File: src/hdl/kps_pkg.sv
// Package for the keypad scanner / PIN entry block: widths, register
// indexes, word structs and the key map. No dependencies.
`default_nettype none
package kps_pkg;

    localparam int ENTRY_DEPTH = 16;
    localparam int IDX_W       = (ENTRY_DEPTH > 1) ? $clog2(ENTRY_DEPTH) : 1;
    localparam int LEN_W       = 5;
    localparam int ENTRY_CAP   = (ENTRY_DEPTH < 16) ? ENTRY_DEPTH : 16;
    localparam int CODE_W      = 7;
    localparam int CFG_IDX_W   = 3;
    localparam int CFG_DATA_W  = 20;
    localparam int QUEUE_DEPTH = 2;
    localparam int QPTR_W      = (QUEUE_DEPTH > 1) ? $clog2(QUEUE_DEPTH) : 1;

    // register indexes
    localparam logic [CFG_IDX_W-1:0] CFG_ENABLE   = 3'd0;
    localparam logic [CFG_IDX_W-1:0] CFG_MAX_LEN  = 3'd1;
    localparam logic [CFG_IDX_W-1:0] CFG_TIMEOUT  = 3'd2;
    localparam logic [CFG_IDX_W-1:0] CFG_DEBOUNCE = 3'd3;
    localparam logic [CFG_IDX_W-1:0] CFG_GAP      = 3'd4;

    // end causes
    localparam logic [1:0] CAUSE_HASH    = 2'd0;
    localparam logic [1:0] CAUSE_LENGTH  = 2'd1;
    localparam logic [1:0] CAUSE_TIMEOUT = 2'd2;
    localparam logic [1:0] CAUSE_OFF     = 2'd3;

    localparam logic [CODE_W-1:0] KEY_HASH = 7'h23;
    localparam logic [CODE_W-1:0] KEY_STAR = 7'h2A;

    localparam logic [3:0] ROWS_IDLE = 4'hF;

    // one job per accepted input word, front to back
    typedef struct packed {
        logic [3:0]        row_drive;
        logic              key_valid;
        logic [CODE_W-1:0] key_code;
        logic              done;
        logic [1:0]        cause;
        logic [LEN_W-1:0]  len;
    } t_job;

    // entry store write port
    typedef struct packed {
        logic              we;
        logic [IDX_W-1:0]  addr;
        logic [CODE_W-1:0] data;
    } t_wr;

    // 123A / 456B / 789C / *0#D, row by row
    function automatic logic [CODE_W-1:0] key_ascii(input logic [1:0] row,
                                                    input logic [1:0] col);
        logic [CODE_W-1:0] map [16];
        map = '{7'h31, 7'h32, 7'h33, 7'h41,
                7'h34, 7'h35, 7'h36, 7'h42,
                7'h37, 7'h38, 7'h39, 7'h43,
                7'h2A, 7'h30, 7'h23, 7'h44};
        return map[{row, col}];
    endfunction

    // length limit: register value capped at the store depth
    function automatic logic [LEN_W-1:0] len_limit(input logic [LEN_W-1:0] m);
        return (m > LEN_W'(ENTRY_CAP)) ? LEN_W'(ENTRY_CAP) : m;
    endfunction

endpackage
`default_nettype wire

File: src/hdl/kps_if.sv
// Channel interfaces for the keypad block: input word and result word.
// Depends on kps_pkg.
`default_nettype none
interface kps_in_if;
    logic       valid;
    logic       ready;
    logic [3:0] column_levels;
    logic       start_entry;

    modport source (output valid, output column_levels, output start_entry, input ready);
    modport sink   (input valid, input column_levels, input start_entry, output ready);
endinterface

interface kps_out_if;
    logic                            valid;
    logic                            ready;
    logic [3:0]                      row_drive;
    logic                            key_valid;
    logic [kps_pkg::CODE_W-1:0]      key_code;
    logic                            entry_done;
    logic [1:0]                      end_cause;
    logic [kps_pkg::LEN_W-1:0]       entry_length;
    logic [kps_pkg::CODE_W-1:0]      char_value;
    logic [3:0]                      char_index;
    logic                            last;

    modport source (output valid, output row_drive, output key_valid, output key_code,
                    output entry_done, output end_cause, output entry_length,
                    output char_value, output char_index, output last, input ready);
    modport sink   (input valid, input row_drive, input key_valid, input key_code,
                    input entry_done, input end_cause, input entry_length,
                    input char_value, input char_index, input last, output ready);
endinterface
`default_nettype wire

File: src/hdl/kps_front.sv
// Front end: config registers, row scan machine and entry session.
// Turns each input word into one job. Depends on kps_pkg, kps_if.
`default_nettype none
module kps_front (
    input  logic                              i_clk,
    input  logic                              i_rst_n,
    input  logic                              i_cfg_we,
    input  logic [kps_pkg::CFG_IDX_W-1:0]     i_cfg_idx,
    input  logic [kps_pkg::CFG_DATA_W-1:0]    i_cfg_data,
    kps_in_if.sink                            i_key,
    output logic                              o_push,
    output kps_pkg::t_job                     o_job,
    input  logic                              i_q_full,
    output kps_pkg::t_wr                      o_wr,
    input  logic                              i_run_done
);

    typedef enum logic [3:0] {
        PH_SCAN = 4'b0001,
        PH_DEB  = 4'b0010,
        PH_REL  = 4'b0100,
        PH_GAP  = 4'b1000
    } t_phase;

    logic                        r_enable;
    logic [kps_pkg::LEN_W-1:0]   r_max_len;
    logic [19:0]                 r_timeout;
    logic [7:0]                  r_deb;
    logic [7:0]                  r_gap;

    t_phase                      r_phase, n_phase;
    logic [1:0]                  r_row, n_row;
    logic [7:0]                  r_wait, n_wait;
    logic [1:0]                  r_hrow, n_hrow;
    logic [1:0]                  r_hcol, n_hcol;
    logic                        r_active, n_active;
    logic [kps_pkg::LEN_W-1:0]   r_count, n_count;
    logic [19:0]                 r_elapsed, n_elapsed;
    logic                        r_run_busy;

    logic                        accept;
    logic                        kv;
    logic [kps_pkg::CODE_W-1:0]  code;
    logic [3:0]                  pressed;
    logic [1:0]                  col;
    logic [7:0]                  w_inc;
    logic [3:0]                  drive;
    logic                        done;
    logic [1:0]                  cause;
    logic [kps_pkg::LEN_W-1:0]   len;
    logic [kps_pkg::LEN_W-1:0]   lim;
    logic                        wr_en;

    assign i_key.ready = !i_q_full && !r_run_busy;
    assign accept      = i_key.valid && i_key.ready;

    // config writes
    always_ff @(posedge i_clk) begin
        if (!i_rst_n) begin
            r_enable  <= 1'b0;
            r_max_len <= 5'd16;
            r_timeout <= 20'd10000;
            r_deb     <= 8'd50;
            r_gap     <= 8'd10;
        end else if (i_cfg_we) begin
            case (i_cfg_idx)
                kps_pkg::CFG_ENABLE:   r_enable  <= i_cfg_data[0];
                kps_pkg::CFG_MAX_LEN:  r_max_len <= i_cfg_data[kps_pkg::LEN_W-1:0];
                kps_pkg::CFG_TIMEOUT:  r_timeout <= i_cfg_data[19:0];
                kps_pkg::CFG_DEBOUNCE: r_deb     <= i_cfg_data[7:0];
                kps_pkg::CFG_GAP:      r_gap     <= i_cfg_data[7:0];
                default: ;
            endcase
        end
    end

    // scan machine
    always_comb begin
        n_phase = r_phase;
        n_row   = r_row;
        n_wait  = r_wait;
        n_hrow  = r_hrow;
        n_hcol  = r_hcol;
        kv      = 1'b0;
        code    = '0;
        pressed = ~i_key.column_levels;
        col     = 2'd0;
        for (int j = 3; j >= 0; j--) begin
            if (pressed[j]) col = 2'(j);
        end
        w_inc = r_wait + 8'd1;
        if (!r_enable) begin
            n_phase = PH_SCAN;
            n_row   = 2'd0;
            n_wait  = 8'd0;
        end else begin
            case (r_phase)
                PH_SCAN: begin
                    if (|pressed) begin
                        n_hrow  = r_row;
                        n_hcol  = col;
                        n_wait  = 8'd0;
                        n_phase = (r_deb != 8'd0) ? PH_DEB : PH_REL;
                    end else begin
                        n_row = r_row + 2'd1;
                    end
                end
                PH_DEB: begin
                    n_wait = w_inc;
                    if (w_inc >= r_deb) n_phase = PH_REL;
                end
                PH_REL: begin
                    if (i_key.column_levels[r_hcol]) begin
                        kv     = 1'b1;
                        code   = kps_pkg::key_ascii(r_hrow, r_hcol);
                        n_wait = 8'd0;
                        if (r_gap != 8'd0) begin
                            n_phase = PH_GAP;
                        end else begin
                            n_phase = PH_SCAN;
                            n_row   = 2'd0;
                        end
                    end
                end
                PH_GAP: begin
                    n_wait = w_inc;
                    if (w_inc >= r_gap) begin
                        n_phase = PH_SCAN;
                        n_row   = 2'd0;
                    end
                end
                default: begin
                    n_phase = PH_SCAN;
                    n_row   = 2'd0;
                end
            endcase
        end
        if (!r_enable || n_phase == PH_GAP) drive = kps_pkg::ROWS_IDLE;
        else if (n_phase == PH_SCAN)        drive = ~(4'b0001 << n_row);
        else                                drive = ~(4'b0001 << n_hrow);
    end

    // entry session
    always_comb begin
        n_active  = r_active || i_key.start_entry;
        n_count   = i_key.start_entry ? '0 : r_count;
        n_elapsed = i_key.start_entry ? '0 : r_elapsed;
        lim       = kps_pkg::len_limit(r_max_len);
        done      = 1'b0;
        cause     = kps_pkg::CAUSE_HASH;
        len       = '0;
        wr_en     = 1'b0;
        if (n_active) begin
            if (!r_enable) begin
                done  = 1'b1;
                cause = kps_pkg::CAUSE_OFF;
            end else if (n_count >= lim) begin
                done  = 1'b1;
                cause = kps_pkg::CAUSE_LENGTH;
                len   = n_count;
            end else if (n_elapsed >= r_timeout) begin
                done  = 1'b1;
                cause = kps_pkg::CAUSE_TIMEOUT;
                len   = n_count;
            end else begin
                if (kv) begin
                    if (code == kps_pkg::KEY_HASH) begin
                        done  = 1'b1;
                        cause = kps_pkg::CAUSE_HASH;
                        len   = n_count;
                    end else if (code == kps_pkg::KEY_STAR) begin
                        if (n_count != '0) n_count = n_count - 5'd1;
                    end else begin
                        wr_en   = 1'b1;
                        n_count = n_count + 5'd1;
                        if (n_count >= lim) begin
                            done  = 1'b1;
                            cause = kps_pkg::CAUSE_LENGTH;
                            len   = n_count;
                        end
                    end
                end
                if (n_elapsed != 20'hFFFFF) n_elapsed = n_elapsed + 20'd1;
            end
            if (done) n_active = 1'b0;
        end
        if (len > kps_pkg::LEN_W'(kps_pkg::ENTRY_CAP)) len = kps_pkg::LEN_W'(kps_pkg::ENTRY_CAP);
    end

    // store address is the count before the increment
    assign o_wr.we   = accept && wr_en;
    assign o_wr.addr = kps_pkg::IDX_W'(n_count - 5'd1);
    assign o_wr.data = code;

    assign o_push          = accept;
    assign o_job.row_drive = drive;
    assign o_job.key_valid = kv;
    assign o_job.key_code  = code;
    assign o_job.done      = done;
    assign o_job.cause     = done ? cause : kps_pkg::CAUSE_HASH;
    assign o_job.len       = len;

    always_ff @(posedge i_clk) begin
        if (!i_rst_n) begin
            r_phase    <= PH_SCAN;
            r_row      <= 2'd0;
            r_wait     <= 8'd0;
            r_hrow     <= 2'd0;
            r_hcol     <= 2'd0;
            r_active   <= 1'b0;
            r_count    <= '0;
            r_elapsed  <= '0;
            r_run_busy <= 1'b0;
        end else begin
            if (accept) begin
                r_phase   <= n_phase;
                r_row     <= n_row;
                r_wait    <= n_wait;
                r_hrow    <= n_hrow;
                r_hcol    <= n_hcol;
                r_active  <= n_active;
                r_count   <= n_count;
                r_elapsed <= n_elapsed;
            end
            // hold input until the entry run has left the store
            if (accept && done)  r_run_busy <= 1'b1;
            else if (i_run_done) r_run_busy <= 1'b0;
        end
    end

endmodule
`default_nettype wire

File: src/hdl/kps_queue.sv
// Two-entry job queue between front and back.
// Depends on kps_pkg.
`default_nettype none
module kps_queue (
    input  logic          i_clk,
    input  logic          i_rst_n,
    input  logic          i_push,
    input  kps_pkg::t_job i_job,
    output logic          o_full,
    input  logic          i_pop,
    output kps_pkg::t_job o_job,
    output logic          o_empty
);

    kps_pkg::t_job                r_slot [kps_pkg::QUEUE_DEPTH];
    logic [kps_pkg::QPTR_W-1:0]   r_wp;
    logic [kps_pkg::QPTR_W-1:0]   r_rp;
    logic [kps_pkg::QPTR_W:0]     r_cnt;

    assign o_full  = (r_cnt == (kps_pkg::QPTR_W+1)'(kps_pkg::QUEUE_DEPTH));
    assign o_empty = (r_cnt == '0);
    assign o_job   = r_slot[r_rp];

    always_ff @(posedge i_clk) begin
        if (i_push) r_slot[r_wp] <= i_job;
    end

    always_ff @(posedge i_clk) begin
        if (!i_rst_n) begin
            r_wp  <= '0;
            r_rp  <= '0;
            r_cnt <= '0;
        end else begin
            if (i_push) r_wp <= r_wp + 1'b1;
            if (i_pop)  r_rp <= r_rp + 1'b1;
            case ({i_push, i_pop})
                2'b10:   r_cnt <= r_cnt + 1'b1;
                2'b01:   r_cnt <= r_cnt - 1'b1;
                default: ;
            endcase
        end
    end

endmodule
`default_nettype wire

File: src/hdl/kps_back.sv
// Back end: entry store memory and result sequencer, one result word per job,
// or one per character of a finished entry with characters. Depends on kps_pkg, kps_if.
`default_nettype none
module kps_back (
    input  logic          i_clk,
    input  logic          i_rst_n,
    input  kps_pkg::t_wr  i_wr,
    input  logic          i_q_empty,
    input  kps_pkg::t_job i_q_job,
    output logic          o_pop,
    output logic          o_run_done,
    kps_out_if.source     o_res
);

    typedef enum logic [2:0] {
        BK_IDLE  = 3'b001,
        BK_FETCH = 3'b010,
        BK_SHOW  = 3'b100
    } t_bstate;

    logic [kps_pkg::CODE_W-1:0]  mem [kps_pkg::ENTRY_DEPTH];
    logic [kps_pkg::CODE_W-1:0]  r_rd_data;

    t_bstate                     r_state;
    kps_pkg::t_job               r_job;
    logic [kps_pkg::LEN_W-1:0]   r_k;
    logic [kps_pkg::LEN_W-1:0]   r_n;
    logic                        has_chars;
    logic                        is_last;

    always_ff @(posedge i_clk) begin
        if (i_wr.we) mem[i_wr.addr] <= i_wr.data;
        r_rd_data <= mem[kps_pkg::IDX_W'(r_k)];
    end

    assign has_chars = r_job.done && (r_job.len != '0);
    assign is_last   = (r_k + 5'd1 == r_n);
    assign o_pop     = (r_state == BK_IDLE) && !i_q_empty;
    assign o_run_done = (r_state == BK_SHOW) && o_res.ready && is_last && r_job.done;

    assign o_res.valid        = (r_state == BK_SHOW);
    assign o_res.row_drive    = r_job.row_drive;
    assign o_res.key_valid    = r_job.key_valid;
    assign o_res.key_code     = r_job.key_code;
    assign o_res.entry_done   = r_job.done;
    assign o_res.end_cause    = r_job.cause;
    assign o_res.entry_length = r_job.len;
    assign o_res.char_value   = has_chars ? r_rd_data : '0;
    assign o_res.char_index   = has_chars ? r_k[3:0] : 4'd0;
    assign o_res.last         = is_last;

    always_ff @(posedge i_clk) begin
        if (o_pop) r_job <= i_q_job;
    end

    always_ff @(posedge i_clk) begin
        if (!i_rst_n) begin
            r_state <= BK_IDLE;
            r_k     <= '0;
            r_n     <= 5'd1;
        end else begin
            case (r_state)
                BK_IDLE: begin
                    if (!i_q_empty) begin
                        r_k     <= '0;
                        r_n     <= (i_q_job.done && i_q_job.len != '0) ? i_q_job.len : 5'd1;
                        r_state <= BK_FETCH;
                    end
                end
                BK_FETCH: r_state <= BK_SHOW;
                BK_SHOW: begin
                    if (o_res.ready) begin
                        if (is_last) begin
                            r_state <= BK_IDLE;
                        end else begin
                            r_k     <= r_k + 5'd1;
                            r_state <= BK_FETCH;
                        end
                    end
                end
                default: r_state <= BK_IDLE;
            endcase
        end
    end

endmodule
`default_nettype wire

File: src/hdl/keypad_scan_pin_entry.sv
// Top level of the 4x4 keypad scanner with PIN entry session.
// Depends on kps_pkg, kps_if, kps_front, kps_queue, kps_back.
//
//  channel   dir  handshake              word
//  i_key     in   valid/ready            column_levels[3:0], start_entry
//  o_res     out  valid/ready            row_drive .. last (9 fields)
//  i_cfg_*   in   write enable, no wait  index[2:0], data[19:0]
//
// One input word is one scan tick. The front takes a word whenever the
// queue has room; the back takes a job, then for each result word reads
// the store and then shows the word until it is taken. A plain tick gives
// one result word, a finished entry of L characters max(1,L) words.
// While a finished entry is queued or being sent, the front accepts no
// word; it resumes in the cycle after the last word of the run goes out.
// Reset is synchronous, active low; it clears all control state and
// loads the register defaults. The store itself is not cleared.
`default_nettype none
module keypad_scan_pin_entry (
    input  logic                            i_clk,
    input  logic                            i_rst_n,
    input  logic                            i_cfg_we,
    input  logic [kps_pkg::CFG_IDX_W-1:0]   i_cfg_idx,
    input  logic [kps_pkg::CFG_DATA_W-1:0]  i_cfg_data,
    kps_in_if.sink                          i_key,
    kps_out_if.source                       o_res
);

    logic          push;
    logic          pop;
    logic          q_full;
    logic          q_empty;
    logic          run_done;
    kps_pkg::t_job job_in;
    kps_pkg::t_job job_out;
    kps_pkg::t_wr  store_wr;

    // scan and session front end
    kps_front u_front (
        .i_clk      (i_clk),
        .i_rst_n    (i_rst_n),
        .i_cfg_we   (i_cfg_we),
        .i_cfg_idx  (i_cfg_idx),
        .i_cfg_data (i_cfg_data),
        .i_key      (i_key),
        .o_push     (push),
        .o_job      (job_in),
        .i_q_full   (q_full),
        .o_wr       (store_wr),
        .i_run_done (run_done)
    );

    // decouples tick processing from result delivery
    kps_queue u_queue (
        .i_clk   (i_clk),
        .i_rst_n (i_rst_n),
        .i_push  (push),
        .i_job   (job_in),
        .o_full  (q_full),
        .i_pop   (pop),
        .o_job   (job_out),
        .o_empty (q_empty)
    );

    // store and result sequencer
    kps_back u_back (
        .i_clk      (i_clk),
        .i_rst_n    (i_rst_n),
        .i_wr       (store_wr),
        .i_q_empty  (q_empty),
        .i_q_job    (job_out),
        .o_pop      (pop),
        .o_run_done (run_done),
        .o_res      (o_res)
    );

endmodule
`default_nettype wire

File: src/flat_wrapper.sv
// flat-port wrapper written by rule: the top's interface ports become plain ports
module keypad_scan_pin_entry_flat 
  (i_clk, i_rst_n, i_cfg_we, i_cfg_idx, i_cfg_data, i_key_valid, i_key_column_levels, i_key_start_entry, i_key_ready, o_res_valid, o_res_row_drive, o_res_key_valid, o_res_key_code, o_res_entry_done, o_res_end_cause, o_res_entry_length, o_res_char_value, o_res_char_index, o_res_last, o_res_ready);
  kps_in_if i_key_i ();
  kps_out_if o_res_i ();
  input  logic i_clk;
  input  logic i_rst_n;
  input  logic i_cfg_we;
  input  logic [kps_pkg::CFG_IDX_W-1:0] i_cfg_idx;
  input  logic [kps_pkg::CFG_DATA_W-1:0] i_cfg_data;
  input wire logic [$bits(i_key_i.valid)-1:0] i_key_valid;
  input wire logic [$bits(i_key_i.column_levels)-1:0] i_key_column_levels;
  input wire logic [$bits(i_key_i.start_entry)-1:0] i_key_start_entry;
  output wire logic [$bits(i_key_i.ready)-1:0] i_key_ready;
  output wire logic [$bits(o_res_i.valid)-1:0] o_res_valid;
  output wire logic [$bits(o_res_i.row_drive)-1:0] o_res_row_drive;
  output wire logic [$bits(o_res_i.key_valid)-1:0] o_res_key_valid;
  output wire logic [$bits(o_res_i.key_code)-1:0] o_res_key_code;
  output wire logic [$bits(o_res_i.entry_done)-1:0] o_res_entry_done;
  output wire logic [$bits(o_res_i.end_cause)-1:0] o_res_end_cause;
  output wire logic [$bits(o_res_i.entry_length)-1:0] o_res_entry_length;
  output wire logic [$bits(o_res_i.char_value)-1:0] o_res_char_value;
  output wire logic [$bits(o_res_i.char_index)-1:0] o_res_char_index;
  output wire logic [$bits(o_res_i.last)-1:0] o_res_last;
  input wire logic [$bits(o_res_i.ready)-1:0] o_res_ready;
  assign i_key_i.valid = i_key_valid;
  assign i_key_i.column_levels = i_key_column_levels;
  assign i_key_i.start_entry = i_key_start_entry;
  assign i_key_ready = i_key_i.ready;
  assign o_res_valid = o_res_i.valid;
  assign o_res_row_drive = o_res_i.row_drive;
  assign o_res_key_valid = o_res_i.key_valid;
  assign o_res_key_code = o_res_i.key_code;
  assign o_res_entry_done = o_res_i.entry_done;
  assign o_res_end_cause = o_res_i.end_cause;
  assign o_res_entry_length = o_res_i.entry_length;
  assign o_res_char_value = o_res_i.char_value;
  assign o_res_char_index = o_res_i.char_index;
  assign o_res_last = o_res_i.last;
  assign o_res_i.ready = o_res_ready;
  keypad_scan_pin_entry u_core (.i_clk(i_clk), .i_rst_n(i_rst_n), .i_cfg_we(i_cfg_we), .i_cfg_idx(i_cfg_idx), .i_cfg_data(i_cfg_data), .i_key(i_key_i), .o_res(o_res_i));
endmodule
File: config.mk
export PLATFORM = sky130hd
export DESIGN_NAME = keypad_scan_pin_entry_flat
export DESIGN_NICKNAME = d
export VERILOG_FILES = /design/src/hdl/kps_pkg.sv /design/src/hdl/kps_if.sv /design/src/hdl/kps_front.sv /design/src/hdl/kps_queue.sv /design/src/hdl/kps_back.sv /design/src/hdl/keypad_scan_pin_entry.sv /design/src/flat_wrapper.sv
export SDC_FILE = /design/constraint.sdc
export NUM_CORES = 1
export LEC_CHECK = 0
export BUFFER_PORTS_ARGS = -buffer_cell sky130_fd_sc_hd__buf_4
export CORE_AREA = 4 4 191 193
export CTS_BUF_LIST = sky130_fd_sc_hd__clkbuf_4
export DETAILED_ROUTE_END_ITERATION = 10
export DIE_AREA = 0 0 195 197
export GPL_TIMING_DRIVEN = 1
export PLACE_DENSITY = 0.59
export SETUP_SLACK_MARGIN = 0.1
export SLEW_MARGIN = 20
export SYNTH_ARGS = -nofsm -noshare
export SYNTH_HDL_FRONTEND = slang
export SYNTH_SLANG_ARGS = --single-unit
File: constraint.sdc
create_clock -name i_clk -period 13.04 [get_ports i_clk]
set_clock_uncertainty 0.2 [all_clocks]
set_input_delay 2.608 -clock i_clk [delete_from_list [all_inputs] [get_ports i_clk]]
set_output_delay 2.608 -clock i_clk [all_outputs]
set_load 0.01 [all_outputs]
==> metrics.csv <==
metric,value,unit
synth_nets,1305,
path_common_cell,mux2i_4,
routedWlPerCell,17.45,um
setup_viol,0,
dieArea,38420,um2
final_util,45.19,%
synth.area.top_cells,"edfxtp_1 (38%), dfxtp_1 (16%), mux4_2 (5.9%)",
clock.fmax,155.1,MHz
gp_congestion,0.8659,
hold_viol_final,0,
synth_edf_count,172,
syn_avg_cell_area,11.29,um2
worstPathCellList,buf_4 -> nand2b_1 -> clkinv_1 -> ha_1 -> a21oi_1 -> o21ai_0 -> a31oi_1 -> and2_1 -> and3_1 -> mux2i_4 -> and3_4 -> mux2i_4 -> nor2_1,
leakagePower,5.344,nW
ios,67,
area_growth,14.02,%
relSlewSlack,31.24,%
cp.required,13.20,ns
start_kind,input pin,
track_usage,16.49,%
syn_inst,1213,
postRouteAntennaNets,0,
cp-end-kind,register,
pwr-share-clk,37.7,%
period_share,49.43,%
power_density,133.8,nW/um2
ys_async_sr_fraction,0,%
wl,31930,um
fin_crit,6.446,ns
rsz0062_at_grt,no,
maxCapViolations,0,
synth-seq-cells,284,
placedCellCount,1692,
instances_no_fill,1830,
core-area,34540,um2
die_x,195,um
cts_hold_buf,0,
ys.flop_type,edfxtp_1,
cts.reportedPaths.clkPinSlew,0.07,ns
synth_top_area_share,37.73,%
critPathArrivalTime,6.61,ns
drive_above_1_share,20.90,%
cts_root_buf,clkbuf_4,
grt_pass1_wl,50970,um
io_buffer_count,66,
rows,68,
post_cts_buffers,0,
cts.sinks,284,
crit_fanout,38,
synth_top_cell_by_area,edfxtp_1,
intPower,1.533,mW
max_stage_delay,0.56,ns
synth_seq_area_share,54.10,%
ir_drop,75.02,uV
status,finished clean,
nets,1407,
clockBufferDepth,3,
drcViolationCount,0,
hp-class,reg -> reg,
num_vias,9546,
cts_made_buffers,76,
grt_pass1_vias,9431,
insertion_delay,0.73,ns
grt_overflow,0,
swShare,26.64,%
finalMaxSlewViolations,0,
initialDrtViolationCount,648,
via_per_inst,5.216,
power_frac_seq,50.2,%
synthesis.area,13690,um2
post_cts_resized,0,
p_switching,556.7,uW
first_pass_iters,5,
critPathKind,in -> reg,
grt_antenna_before_repair,2,
setup_tns,0,ns
worst_slew_pin_slew,1.030,ns
p_comb_share,12.1,%
start_util,39.63,%
slowest_stage,nor2_1,
synthDistinctLibCells,85,
hpwl,22050,um
tritoncts,done,
h-tree-depth,3,
yosys_warnings,0,
die_h,197,um
grt_max_degree,86,
## worst max-delay path, delay by kind of cell
kind            cells  cell delay, ns
buf+inv             2            0.58
simple gates        5            1.88
compound gates      3            0.62
mux                 2            0.53
fa+ha+maj           1            0.37
## layout by cell type (no fill, tap or decap), drive strengths merged, types with 4 or more instances in the layout
cell type  synthesis  final
edfxtp           172    172
nand2            150    150
clkbuf            37    112
dfxtp            112    112
nor2             104    104
a21oi             78     78
buf               16     77
inv               61     63
ha                59     59
o21ai             40     40
mux4              36     36
nor2b             32     32
nand3             30     30
nor3              24     24
and2              23     23
xnor2             22     22
clkinv             1     20
xor2              19     19
mux2              17     17
mux2i             17     17
nand4             15     15
nand2b            14     14
o211ai            13     13
o21a               9      9
nor4               9      9
and3               9      9
a31oi              8      8
nand3b             7      7
a21o               7      7
or3                7      7
a22oi              6      6
nor3b              6      6
a32oi              5      5
nor4b              5      5
or4                4      4
## registers in the layout, summed over array words and instances, names as in the netlist, 3 cells and up, named ones only
signal	flops
u_core.u_back.mem	112
u_core.u_back.o_res.entry_length	5
u_core.u_back.o_res.key_code	7
u_core.u_back.o_res.row_drive	4
u_core.u_back.r_k	5
u_core.u_back.r_n	5
u_core.u_back.r_rd_data	7
u_core.u_back.r_state	3
u_core.u_front.r_count	5
u_core.u_front.r_deb	8
u_core.u_front.r_elapsed	20
u_core.u_front.r_gap	8
u_core.u_front.r_max_len	5
u_core.u_front.r_phase	4
u_core.u_front.r_timeout	20
u_core.u_front.r_wait	8
u_core.u_queue.r_slot	40
## worst paths after layout
check        depth (start not counted)                         from                     endpoint  slack [ns]
max reg2reg                         10     u_core.u_front.r_hcol[0]     u_core.u_back.mem[15][1]        8.43
min reg2reg                          2  u_core.u_front.r_timeout[2]  u_core.u_front.r_timeout[2]        0.25
max                                 13            i_key_start_entry      u_core.u_back.mem[4][1]        6.59
min                                  2  u_core.u_front.r_timeout[2]  u_core.u_front.r_timeout[2]        0.25
## routing by layer
layer  up-vias  part of all wire, %  GRT usage, %
li1       4643                    -             -
met1      4603                   47         23.01
met2       240                   46         25.54
met3        60                  4.8         3.829
met4         0                  2.2         5.612
met5         -                    0             0
## power groups by stage
stage                     Clock [mW]  Sequential, mW  Combinational [mW]
after floorplan                    0            1.07               0.151
after global placement             0            1.07               0.256
after detailed placement           0            1.07               0.258
after CTS                      0.819            1.05               0.259
after global routing           0.869            1.06               0.282
final                          0.788            1.05               0.253
## cell type report
cell class / instances / area [um2]
fillers: 3293 / 18930
flip-flops and latches: 284 / 7408
multi-input cells: 814 / 5832
clock buffers: 112 / 840.8
repair buffers: 77 / 578.1
well taps: 455 / 569.3
inverters: 62 / 235.2
clock inverters: 24 / 141.4
diodes: 2 / 5.005
## cell families after synthesis
| kind of cell | after synthesis | share of synthesized area (%) |
|---|---|---|
| DFF | 284 | 54.10 |
| adders and majority gates | 59 | 5.392 |
| buffers and inverters | 115 | 3.409 |
| xor gates and xnor gates | 41 | 2.760 |
| and+or+nand+nor | 448 | 16.41 |
| muxes | 70 | 8.773 |
| AOI/OAI and AO/OA | 196 | 9.148 |
## per-stage QoR
stage	area [um2]	total power, mW	worst slack, ns	hold slack, ns
6_report	15610	2.089	6.594	0.2546
5_1_grt	15610	2.207	6.298	0.2723
4_1_cts	15600	2.127	6.686	0.2559
3_5_place_dp	14620	1.326	5.886	0.2473
3_3_place_gp	14620	1.322	5.988	0.2443
2_1_floorplan	13690	1.218	6.103	0.2363
## cell usage after synthesis (4+ instances only)
cell type and number:
mux2i_1 14, nor3_2 4, o21a_1 9, mux4_2 36, or3_1 7, a21oi_1 77, nand3b_1 7, o211ai_1 12
ha_1 59, clkbuf_1 37, nand2b_1 14, edfxtp_1 172, a31oi_1 8, a32oi_1 5, buf_1 7, nor3_1 20
o21ai_0 37, xor2_1 19, nor4_1 9, a22oi_1 6, and2_1 20, dfxtp_1 112, nor2b_1 32, inv_1 60
buf_2 5, nand3_1 28, nor2_1 104, xnor2_1 21, nand2_1 147, or4_1 4, nand4_1 15, mux2_2 17
a21o_1 7, and3_1 8
Power figures use the tool's default switching activity.
